$ cat config.mk
export PLATFORM = sky130hd
export DESIGN_NAME = two_car_elevator_dispatcher
export DESIGN_NICKNAME = d
export VERILOG_FILES = /design/src/design/tced_pkg.sv /design/src/design/tced_cell.sv /design/src/design/tced_car.sv /design/src/design/two_car_elevator_dispatcher.sv
export SDC_FILE = /design/constraint.sdc
export NUM_CORES = 1
export LEC_CHECK = 0
export ABC_AREA = 0
export BUFFER_PORTS_ARGS = -buffer_cell sky130_fd_sc_hd__buf_2
export CAP_MARGIN = 0
export CELL_PAD_IN_SITES_DETAIL_PLACEMENT = 0
export CELL_PAD_IN_SITES_GLOBAL_PLACEMENT = 2
export CORE_UTILIZATION = 45
export DETAILED_ROUTE_END_ITERATION = 6
export GPL_ROUTABILITY_DRIVEN = 0
export PLACE_DENSITY = 0.95
export SYNTH_ARGS = -nofsm -noshare
export SYNTH_HDL_FRONTEND = slang
export SYNTH_SLANG_ARGS = --single-unit
$ cat constraint.sdc
create_clock -name clk -period 16.15 [get_ports clk]
set_input_delay 3.23 -clock clk [delete_from_list [all_inputs] [get_ports clk]]
set_output_delay 3.23 -clock clk [all_outputs]
set_load 0.01 [all_outputs]
$ cat src/design/tced_pkg.sv
package tced_pkg;

    localparam int FLOOR_W     = 8;
    localparam int QUEUE_DEPTH = 16;
    localparam int CNT_W       = $clog2(QUEUE_DEPTH + 1);

    localparam logic [FLOOR_W-1:0] MAX_FLOOR = FLOOR_W'(255);

    typedef struct packed {
        logic               call_valid;
        logic [FLOOR_W-1:0] call_floor;
    } call_t;

    typedef struct packed {
        logic [FLOOR_W-1:0] car_one_floor;
        logic [FLOOR_W-1:0] car_two_floor;
        logic               car_one_arrived;
        logic               car_two_arrived;
        logic               assigned_car;
        logic               call_dropped;
        logic               car_one_up;
        logic               car_two_up;
    } result_t;

    // dispatcher to car: what to do at the end of this tick
    typedef struct packed {
        logic               ins_en;
        logic [FLOOR_W-1:0] ins_floor;
        logic               set_dir;
        logic               dir_up;
        logic               park;
        logic [FLOOR_W-1:0] park_floor;
    } car_ctrl_t;

    // car to dispatcher: view after this tick's move and pop
    typedef struct packed {
        logic [FLOOR_W-1:0] floor;
        logic               up;
        logic               empty;
        logic               full;
        logic               arrived;
    } car_status_t;

endpackage

$ cat src/design/tced_cell.sv
module tced_cell
    import tced_pkg::*;
(
    input  logic               clk,
    input  logic               tick,
    input  logic               pop,
    input  logic               occupied,
    input  logic               ins_en,
    input  logic [FLOOR_W-1:0] ins_floor,
    input  logic               up,
    input  logic [FLOOR_W-1:0] right_stop,
    input  logic [FLOOR_W-1:0] left_post,
    input  logic               found_in,
    output logic [FLOOR_W-1:0] stop,
    output logic [FLOOR_W-1:0] post,
    output logic               found_out
);

    logic [FLOOR_W-1:0] stop_reg;
    logic [FLOOR_W-1:0] stop_next;
    logic               beyond;
    logic               take_here;

    assign stop = stop_reg;
    assign post = pop ? right_stop : stop_reg;

    // new floor goes before the first stop that lies past it, or at the tail
    assign beyond    = !occupied || (up ? (post > ins_floor) : (post < ins_floor));
    assign take_here = ins_en && !found_in && beyond;
    assign found_out = found_in || take_here;

    always_comb
    begin
        if (found_in)
            stop_next = left_post;
        else if (take_here)
            stop_next = ins_floor;
        else
            stop_next = post;
    end

    always_ff @(posedge clk)
    begin
        if (tick)
            stop_reg <= stop_next;
    end

endmodule

$ cat src/design/tced_car.sv
module tced_car
    import tced_pkg::*;
(
    input  logic        clk,
    input  logic        rst_n,
    input  logic        home_up,
    input  logic        tick,
    input  car_ctrl_t   ctrl,
    output car_status_t status
);

    logic [FLOOR_W-1:0] pos_reg;
    logic [FLOOR_W-1:0] pos_next;
    logic               up_reg;
    logic               up_next;
    logic [CNT_W-1:0]   count_reg;
    logic [CNT_W-1:0]   count_next;

    logic [FLOOR_W-1:0] pos_post;
    logic [FLOOR_W-1:0] head;
    logic               busy_q;
    logic               pop;
    logic [CNT_W-1:0]   count_post;
    logic               ins_up;

    logic [FLOOR_W-1:0] stop_w  [QUEUE_DEPTH];
    logic [FLOOR_W-1:0] post_w  [QUEUE_DEPTH];
    logic               found_w [QUEUE_DEPTH];

    assign head   = stop_w[0];
    assign busy_q = (count_reg != '0);

    always_comb
    begin
        pos_post = pos_reg;
        if (busy_q)
        begin
            if (pos_reg < head)
                pos_post = pos_reg + FLOOR_W'(1);
            else if (pos_reg > head)
                pos_post = pos_reg - FLOOR_W'(1);
        end
    end

    assign pop        = tick && busy_q && (pos_post == head);
    assign count_post = count_reg - CNT_W'(pop);
    assign ins_up     = ctrl.set_dir ? ctrl.dir_up : up_reg;

    genvar i;
    generate
        for (i = 0; i < QUEUE_DEPTH; i++)
        begin : g_cell
            logic [FLOOR_W-1:0] right_s;
            logic [FLOOR_W-1:0] left_p;
            logic               found_l;

            if (i == QUEUE_DEPTH - 1)
            begin : g_tail
                assign right_s = stop_w[i];
            end
            else
            begin : g_mid
                assign right_s = stop_w[i+1];
            end

            if (i == 0)
            begin : g_head
                assign left_p  = post_w[i];
                assign found_l = 1'b0;
            end
            else
            begin : g_body
                assign left_p  = post_w[i-1];
                assign found_l = found_w[i-1];
            end

            tced_cell u_cell (
                .clk        (clk),
                .tick       (tick),
                .pop        (pop),
                .occupied   (count_post > CNT_W'(i)),
                .ins_en     (ctrl.ins_en),
                .ins_floor  (ctrl.ins_floor),
                .up         (ins_up),
                .right_stop (right_s),
                .left_post  (left_p),
                .found_in   (found_l),
                .stop       (stop_w[i]),
                .post       (post_w[i]),
                .found_out  (found_w[i])
            );
        end
    endgenerate

    always_comb
    begin
        pos_next   = pos_reg;
        up_next    = up_reg;
        count_next = count_reg;
        if (ctrl.park)
            pos_next = ctrl.park_floor;
        else if (tick)
        begin
            pos_next   = pos_post;
            up_next    = ins_up;
            count_next = count_post + CNT_W'(ctrl.ins_en);
        end
    end

    always_ff @(posedge clk or negedge rst_n)
    begin
        if (!rst_n)
        begin
            pos_reg   <= FLOOR_W'(1);
            up_reg    <= home_up;
            count_reg <= '0;
        end
        else
        begin
            pos_reg   <= pos_next;
            up_reg    <= up_next;
            count_reg <= count_next;
        end
    end

    assign status.floor   = pos_post;
    assign status.up      = up_reg;
    assign status.empty   = (count_post == '0);
    assign status.full    = (count_post >= CNT_W'(QUEUE_DEPTH));
    assign status.arrived = pop;

endmodule

$ cat src/design/two_car_elevator_dispatcher.sv
// Two-car elevator dispatcher.
//
// Input channel: drive call and raise start for one cycle per tick; the tick
// is taken at the rising edge where start is high and busy is low. busy stays
// low, so a tick can be taken in every cycle.
// Result channel: one result word per tick, on result with done high for
// exactly one cycle, the cycle right after the tick is taken (throughput one
// tick per cycle). The receiver cannot stall; a word not
// captured in its cycle is gone.
// Each tick moves each car with stops one floor toward its head, pops an
// arrived head stop, then files the hall call into one car's sorted stop
// row. Each row is a chain of cells that shift on pop and open a slot on
// insert in the same cycle; the ripple through the row sets the cycle time.
// Configuration: top_floor_we with top_floor_wdata writes the top floor and
// parks car two there; a write of zero is ignored. Write only while idle.
// Reset: car one at floor 1 going up, car two at floor 1 going down, top
// floor 1, both stop rows empty, no result pending.
module two_car_elevator_dispatcher
    import tced_pkg::*;
(
    input  logic               clk,
    input  logic               rst_n,
    input  logic               start,
    output logic               busy,
    input  call_t              call,
    output logic               done,
    output result_t            result,
    input  logic               top_floor_we,
    input  logic [FLOOR_W-1:0] top_floor_wdata
);

    logic [FLOOR_W-1:0] top_reg;
    logic [FLOOR_W-1:0] top_next;
    logic               done_reg;
    result_t            result_reg;

    logic               tick;
    logic               hit;
    logic               park;
    logic [FLOOR_W-1:0] call_fl;
    car_status_t        st1;
    car_status_t        st2;
    car_ctrl_t          ctl1;
    car_ctrl_t          ctl2;

    logic [FLOOR_W-1:0] d1;
    logic [FLOOR_W-1:0] d2;
    logic               near_one;
    logic signed [FLOOR_W:0] sa;
    logic signed [FLOOR_W:0] sb;
    logic               sel;
    logic               set1;
    logic               set2;
    logic               dirv1;
    logic               dirv2;
    logic               drop;

    assign busy = 1'b0;
    assign tick = start && !busy;
    assign hit  = tick && call.call_valid;

    assign park = top_floor_we && (top_floor_wdata != '0);
    assign top_next = (top_floor_wdata > MAX_FLOOR) ? MAX_FLOOR : top_floor_wdata;

    always_comb
    begin
        if (call.call_floor == '0)
            call_fl = FLOOR_W'(1);
        else if (call.call_floor > top_reg)
            call_fl = top_reg;
        else
            call_fl = call.call_floor;
    end

    assign d1 = (st1.floor > call_fl) ? st1.floor - call_fl : call_fl - st1.floor;
    assign d2 = (st2.floor > call_fl) ? st2.floor - call_fl : call_fl - st2.floor;
    assign near_one = (d1 <= d2);

    // signed gap rule when the cars head opposite ways
    always_comb
    begin
        if (st1.up)
        begin
            sa = $signed({1'b0, st1.floor}) - $signed({1'b0, call_fl});
            sb = $signed({1'b0, call_fl}) - $signed({1'b0, st2.floor});
        end
        else
        begin
            sa = $signed({1'b0, call_fl}) - $signed({1'b0, st1.floor});
            sb = $signed({1'b0, st2.floor}) - $signed({1'b0, call_fl});
        end
    end

    always_comb
    begin
        sel   = !near_one;
        set1  = 1'b0;
        set2  = 1'b0;
        dirv1 = (st1.floor <= call_fl);
        dirv2 = (st2.floor <= call_fl);
        if (!st1.empty && !st2.empty)
        begin
            if (st1.up != st2.up)
                sel = !(sa <= sb);
        end
        else if (st1.empty && !st2.empty)
        begin
            set1 = near_one;
        end
        else if (!st1.empty && st2.empty)
        begin
            set2 = !near_one;
        end
    end

    assign drop = hit && (sel ? st2.full : st1.full);

    always_comb
    begin
        ctl1            = '0;
        ctl1.ins_en     = hit && !sel && !st1.full;
        ctl1.ins_floor  = call_fl;
        ctl1.set_dir    = hit && set1;
        ctl1.dir_up     = dirv1;
        ctl2            = '0;
        ctl2.ins_en     = hit && sel && !st2.full;
        ctl2.ins_floor  = call_fl;
        ctl2.set_dir    = hit && set2;
        ctl2.dir_up     = dirv2;
        ctl2.park       = park;
        ctl2.park_floor = top_next;
    end

    tced_car u_car_one (
        .clk     (clk),
        .rst_n   (rst_n),
        .home_up (1'b1),
        .tick    (tick),
        .ctrl    (ctl1),
        .status  (st1)
    );

    tced_car u_car_two (
        .clk     (clk),
        .rst_n   (rst_n),
        .home_up (1'b0),
        .tick    (tick),
        .ctrl    (ctl2),
        .status  (st2)
    );

    always_ff @(posedge clk or negedge rst_n)
    begin
        if (!rst_n)
        begin
            top_reg  <= FLOOR_W'(1);
            done_reg <= 1'b0;
        end
        else
        begin
            if (park)
                top_reg <= top_next;
            done_reg <= tick;
        end
    end

    // register the word on each tick; it holds until the next tick
    always_ff @(posedge clk)
    begin
        if (tick)
        begin
            result_reg.car_one_floor   <= st1.floor;
            result_reg.car_two_floor   <= st2.floor;
            result_reg.car_one_arrived <= st1.arrived;
            result_reg.car_two_arrived <= st2.arrived;
            result_reg.assigned_car    <= hit && sel;
            result_reg.call_dropped    <= drop;
            result_reg.car_one_up      <= ctl1.set_dir ? ctl1.dir_up : st1.up;
            result_reg.car_two_up      <= ctl2.set_dir ? ctl2.dir_up : st2.up;
        end
    end

    assign done   = done_reg;
    assign result = result_reg;

    a_done_follows_tick: assert property (@(posedge clk) disable iff (!rst_n)
        (start && !busy) |=> done)
        else $error("result word missing after accepted tick");

    a_no_spurious_done: assert property (@(posedge clk) disable iff (!rst_n)
        !start |=> !done)
        else $error("result word without a tick");

    a_no_call_no_assign: assert property (@(posedge clk) disable iff (!rst_n)
        (start && !busy && !call.call_valid) |=>
            (!result.assigned_car && !result.call_dropped))
        else $error("call fields set on a tick without a call");

    a_drop_not_both_arrive: assert property (@(posedge clk) disable iff (!rst_n)
        (done && result.call_dropped) |-> !(result.assigned_car ?
            result.car_two_arrived : result.car_one_arrived))
        else $error("call dropped on a queue that just popped");

endmodule

Word-level counts from Yosys, hierarchy flattened
Cells that the tools add are included.
{"block": "totals", "regBits": 315, "input_bits": 21, "output_inout_bits": 24, "elab_cells": 546}
{"block": "classes", "add_sub_neg": 16, "magnitude_cmp": 110, "eq_ne": 3, "muxes": 149, "n_bitwise": 1, "reduce_logical": 219}
{"op": "$mux W8", "count": 105}
{"op": "$gt A8 B8 Y1", "count": 37}
{"op": "$lt A8 B8 Y1", "count": 34}
{"op": "$gt A5 B4 Y1 const B", "count": 16}
{"op": "$logic_and A1 B1 Y1", "count": 78}
{"op": "$logic_not A1 Y1", "count": 69}
{"op": "$logic_or A1 B1 Y1", "count": 60}
{"op": "$mux W1", "count": 42}
{"op": "$gt A5 B3 Y1 const B", "count": 8}
{"op": "$sub A8 B8 Y9", "count": 4}
{"op": "$sub A8 B8 Y8", "count": 4}
{"op": "$le A8 B8 Y1", "count": 3}
{"op": "$gt A5 B1 Y1 const B", "count": 4}
{"op": "$gt A5 B2 Y1 const B", "count": 4}
{"op": "$mux W9", "count": 2}
{"op": "$add A8 B1 Y8 const B", "count": 2}
{"op": "$eq A8 B8 Y1", "count": 2}
{"op": "$sub A8 B1 Y8 const B", "count": 2}
{"op": "$add A5 B1 Y5", "count": 2}
{"op": "$ge A5 B5 Y1 const B", "count": 2}
{"op": "$logic_not A5 Y1", "count": 2}
{"op": "$reduce_bool A5 Y1", "count": 2}
{"op": "$sub A5 B1 Y5", "count": 2}
{"op": "$le A9 B9 Y1", "count": 1}
{"op": "7 further kinds", "count": 11}

Logic depth before layout (Yosys ltp)
{"block": "logic_depth", "depth_word": 79, "ltp_mapped": 41, "depth_no_buf": 39}

Worst setup path before layout
OpenSTA, ideal clock, no wires.
{"block": "synth_path", "path_kind": "in2reg", "start": "input call[1] (netlist name)", "end": "register u_car_two.g_cell[10].u_cell.stop_reg[7], data pin", "setup_ps": 260, "t_arrival_ps": 11876, "slack_ps": 4014, "path_stages": 33, "path_buffers": 2, "cell_sequence": "ha_1 -> nor2b_1 -> o21a_1 -> o21a_1 -> o21ai_0 -> a21oi_1 -> o31ai_1 -> mux2_2 -> nand2_1 -> clkbuf_1 -> ha_1 -> nor2b_1 -> o21ai_0 -> nand2b_1 -> a21o_1 -> a21o_1 -> a21o_1 -> a21oi_1 -> xnor2_1 -> mux2_2 -> ha_1 -> nand4_1 -> nor2_1 -> a211oi_1 -> o211ai_2 -> o31a_1 -> a211o_1 -> or4_4 -> nor4b_4 -> and4_1 -> buf_2 -> mux2_2 -> mux2_2"}
{"block": "synth_via", "elab_chain_len": 56, "word_cells_on_any_way": 118}
{"item": "start: declaration", "line": "two_car_elevator_dispatcher.sv:25", "text": "input call_t call,"}
{"item": "$gt A8 B8 Y1", "line": "two_car_elevator_dispatcher.sv:69", "text": "else if (call.call_floor > top_reg)"}
{"item": "$mux W8", "line": "two_car_elevator_dispatcher.sv:69"}
{"item": "$mux W8 *", "line": "two_car_elevator_dispatcher.sv:67", "text": "if (call.call_floor == '0)"}
{"item": "$sub A8 B8 Y8, or another cell as far along", "line": "two_car_elevator_dispatcher.sv:75", "text": "assign d1 = (st1.floor > call_fl) ? st1.floor - call_fl : call_fl - st1.floor;"}
{"item": "$mux W8 (on tied branches)", "line": "two_car_elevator_dispatcher.sv:75, two_car_elevator_dispatcher.sv:76"}
{"item": "$le A8 B8 Y1", "line": "two_car_elevator_dispatcher.sv:77", "text": "assign near_one = (d1 <= d2);"}
{"item": "$logic_not A1 Y1", "line": "two_car_elevator_dispatcher.sv:96, two_car_elevator_dispatcher.sv:112"}
{"item": "$mux W1", "line": "two_car_elevator_dispatcher.sv:110", "text": "else if (!st1.empty && st2.empty)"}
{"item": "[... 39 more ...]"}
{"item": "$logic_not A1 Y1", "line": "tced_cell.sv:29", "text": "assign take_here = ins_en && !found_in && beyond;"}
{"item": "$logic_and A1 B1 Y1 (2 in series)", "line": "tced_cell.sv:29"}
{"item": "$logic_or A1 B1 Y1", "line": "tced_cell.sv:30", "text": "assign found_out = found_in || take_here;"}
{"item": "$logic_not A1 Y1", "line": "tced_cell.sv:29"}
{"item": "$logic_and A1 B1 Y1 (2 in series)", "line": "tced_cell.sv:29"}
{"item": "$mux W8", "line": "tced_cell.sv:36", "text": "else if (take_here)"}
{"item": "$mux W8 *", "line": "tced_cell.sv:34", "text": "if (found_in)"}
{"item": "net u_car_two.g_cell[10].u_cell.stop_next[7]", "line": "tced_cell.sv:20", "text": "logic [FLOOR_W-1:0] stop_next;"}
{"item": "end signal: assignment", "line": "tced_cell.sv:45", "text": "stop_reg <= stop_next;"}
{"item": "end: declaration", "line": "tced_cell.sv:19", "text": "logic [FLOOR_W-1:0] stop_reg;"}
Mark *: on every way through the listed nets, which the timed path passes. The rest lies on a longest branch.
A chain may end at the register's enable or synchronous reset.

Final worst setup path
{"block": "layout_path", "start": "input call[1] (netlist name)", "end": "register u_car_one.g_cell[3].u_cell.stop_reg[3], data pin"}
{"block": "layout_via", "elab_chain_len": 26, "word_cells_on_any_way": 62}
{"item": "$gt A8 B8 Y1", "line": "two_car_elevator_dispatcher.sv:69"}
{"item": "$mux W8", "line": "two_car_elevator_dispatcher.sv:69"}
{"item": "$mux W8 *", "line": "two_car_elevator_dispatcher.sv:67"}
{"item": "$sub A8 B8 Y8, or another cell as far along", "line": "two_car_elevator_dispatcher.sv:75"}
{"item": "$mux W8, or another cell as far along", "line": "two_car_elevator_dispatcher.sv:75"}
{"item": "$le A8 B8 Y1 / $le A9 B9 Y1 (equally long branches)", "line": "two_car_elevator_dispatcher.sv:77, two_car_elevator_dispatcher.sv:104"}
{"item": "$mux W1, or another cell as far along", "line": "two_car_elevator_dispatcher.sv:106", "text": "else if (st1.empty && !st2.empty)"}
{"item": "$mux W1 (on tied branches)", "line": "two_car_elevator_dispatcher.sv:101, two_car_elevator_dispatcher.sv:103"}
{"item": "[... 9 more ...]"}
{"item": "$logic_not A1 Y1", "line": "tced_cell.sv:29"}
{"item": "$logic_and A1 B1 Y1 (2 in series)", "line": "tced_cell.sv:29"}
{"item": "$logic_or A1 B1 Y1", "line": "tced_cell.sv:30"}
{"item": "$logic_not A1 Y1", "line": "tced_cell.sv:29"}
{"item": "$logic_and A1 B1 Y1 (2 in series)", "line": "tced_cell.sv:29"}
{"item": "$mux W8", "line": "tced_cell.sv:36"}
{"item": "$mux W8 *", "line": "tced_cell.sv:34"}
{"item": "net u_car_one.g_cell[3].u_cell.stop_next[3]", "line": "tced_cell.sv:20"}
{"item": "end signal: assignment", "line": "tced_cell.sv:45"}
{"item": "end: declaration", "line": "tced_cell.sv:19"}
Marks and branches as above.

==> reports/qor.txt <==
Num CTS Buffers = 41
Worst-Margin Slew = 1.20 ns
Setup crit end kind = flip-flop
Clock share of power = 12.3%
Maximum VDD drop = 0.124 mV
Fmax = 76.6 MHz
WHS = 0.479 ns
HP Class = reg2reg
PostCTS Resize Cnt = 0
CP Launch Type = primary input
YS warnings = 0
Period minus WS final = 13.06 ns
N_diodes = 0
Die ar. = 65600 um2
Buf+Inv Stages, Crit Path = 2
Core ar. = 63400 um2
Syn Nets = 3261
Post-synthesis xor/xnor area fraction = 2.94%
Row Count = 92
WP data required = 16.56 ns
Placed Area = 30000 um2
Hold buffers post-CTS = 0
Arr. time, crit path = 13.46 ns
Adder-Cell Fraction of Synth Area = 14.3%
Number of synthesized flops with an enable pin = 278
Synth Area in Compound Gates = 13.6%
CP delay by family, top = compound AO/OA/AOI/OAI gates
Final number of hold-violating endpoints = 0
Drt wl/cell = 22.2 um
Area delta synth->final = 8.01%
IO Port Bufs = 43
Switching Fraction = 45.8%
Sequential share of power = 23.9%
Drt initial violations = 2202
Total GRT Usage = 25.1%
Worst path max stage delay = 0.91 ns
Layout cells sized above 1 = 17.3%
Unrepaired setup endpoints after global routing = false
Number of global-route vias before repair = 22800
Total Power = 7.78 mW
Post-Route WL = 83800 um
Critical path's most frequent cell = ha_1
DP HPWL = 59300 um
Net Switching = 3.56 mW
Internal = 4.22 mW
Outcome = complete, no violations
Comb pwr share = 63.7%
Crit Path Class = in2reg
Clock buffer depth = 3
Via Count = 23000
CP max-delay cell = o31ai_1
Initial core utilization = 45.8%
TNS Setup = 0 ns
Lkg Pwr = 13.0 nW
Clk pin slew, worst setup/hold paths = 0.06 ns
Antenna viol nets, final = 0
Synth Area in Simple Gates = 12.0%
Post-synth ARST share = 11.7%
Worst-path maximum fanout = 25
Final period utilization = 80.9%
Maximum capacitance violations = 0
Largest family of logic cells by synthesized area = multiplexers
Vias per cell = 6.10
Clock sinks = 315
Global-route wire length before repair = 132000 um
Nets = 3240
IO Count = 45
Slew Viols, Final = 0
Initial antenna violation count = 0
TritonCTS clock tree = built
Sequential area share after synthesis = 31.9%
Dominant synthesized flop cell = edfxtp_1
Power per cell area = 248 nW/um2
Mux cell area share after synthesis = 20.4%
Setup violators final = 0
Fin area = 31400 um2
Largest net degree at the start of global routing = 120
Slew HR = 19.8%
Cell Area, Synth = 29000 um2
Clock root cell = clkbuf_16
Cells after Synth = 2911
Setup bufs post-CTS = 0
H-tree levels = 2
DRC Markers = 0
Worst-Skew Late Latency = 0.59 ns
Die X = 256 um
GRT overflow = 0
Syn Area/Cell = 9.98 um2
Worst Skew = 0.0181 ns
Seq cells post-synth = 315
Die height = 256 um
Synth unique cells = 107
Drt first pass iters = 6
## kinds of logic after synthesis
kind of cell / Yosys count
AOI/OAI and AO/OA: 601
muxes: 556
other: 1
and+or+nand+nor: 686
DFF: 315
buffers and inverters: 335
adders and majority gates: 329
xor gates and xnor gates: 88
## power groups by stage
stage                     clock network, mW  registers, mW  logic, mW
after floorplan                           0           1.70       3.77
final                                 0.958           1.86       4.96
after global placement                    0           1.85       4.71
after global routing                   1.00           1.90       5.48
after CTS                             0.977           1.85       4.90
after detailed placement                  0           1.87       4.87
## per-stage QoR
step                instances  setup slack, ns  util (%)
floorplan                2911             4.01         -
global placement         3693             3.12      47.3
detailed placement       3693             2.75      47.3
CTS                      3767             3.36      49.5
global route             3767             2.52      49.5
finish                   3767             3.09      49.5
## path summary, 6_finish.rpt
check	from	endpoint	slack, ns	depth (start not counted)
min in group asynchronous	rst_n	u_car_one.pos_reg[3]	2.80	1
hold / removal	top_reg[0]	top_reg[0]	0.48	2
setup reg to reg	top_reg[1]	u_car_one.g_cell[3].u_cell.stop[3]	5.42	28
hold reg to reg	top_reg[0]	top_reg[0]	0.48	2
setup / recovery	call[1]	u_car_one.g_cell[3].u_cell.stop[3]	3.09	28
max in group asynchronous	rst_n	u_car_two.count_reg[0]	12.74	1
## Yosys cell counts (41+ instances only)
master / count / share of area (%)
a21o_1: 51 / 1.3
a21oi_1: 163 / 2.8
clkbuf_1: 76 / 0.98
edfxtp_1: 278 / 29
ha_1: 325 / 14
inv_1: 185 / 2.4
mux2_2: 290 / 11
mux2i_1: 258 / 8.9
nand2_1: 158 / 2.0
nand3_1: 47 / 0.81
nand4_1: 52 / 1.1
nor2_1: 203 / 2.6
nor3_1: 41 / 0.71
o21ai_0: 145 / 2.5
xnor2_1: 54 / 1.6
## cell type report
| class | count | area (um2) |
|---|---|---|
| Timing Repair Buffer | 79 | 508 |
| Sequential cell | 315 | 9280 |
| Clock inverter | 23 | 180 |
| Fill cell | 5732 | 32100 |
| Inverter | 192 | 721 |
| Tap cell | 846 | 1060 |
| Clock buffer | 51 | 1210 |
| Multi-Input combinational cell | 2261 | 18400 |
## layout by cell type, fill, tap and decap left out, drive strengths merged, types with 51 or more instances in the layout
cell type,instances
nand2,159
buf,79
mux2i,258
nor2,204
xnor2,54
edfxtp,278
o21ai,159
nand4,53
a21o,51
ha,325
clkbuf,51
mux2,298
a21oi,164
inv,190
## worst reg2reg max path: cells and delay by family, from the launching register on
| kind | cells | cell delay [ns] |
|---|---|---|
| AOI/OAI and AO/OA | 12 | 4.22 |
| adders and majority gates | 3 | 1.04 |
| buffers and inverters | 2 | 0.63 |
| DFF | 1 | 0.38 |
| muxes | 3 | 1.13 |
| and+or+nand+nor | 8 | 3.14 |
## metal layers
layer	vias up	share of wire [%]	routed length [um]	global-route usage, %
met5	-	0	0	0
met4	0	2.6	2150	7.17
met3	141	5.5	4600	3.16
met2	754	46	38300	40.5
met1	11200	46	38800	35.2
li1	10900	-	-	-
(Power assumes the default switching activity.)
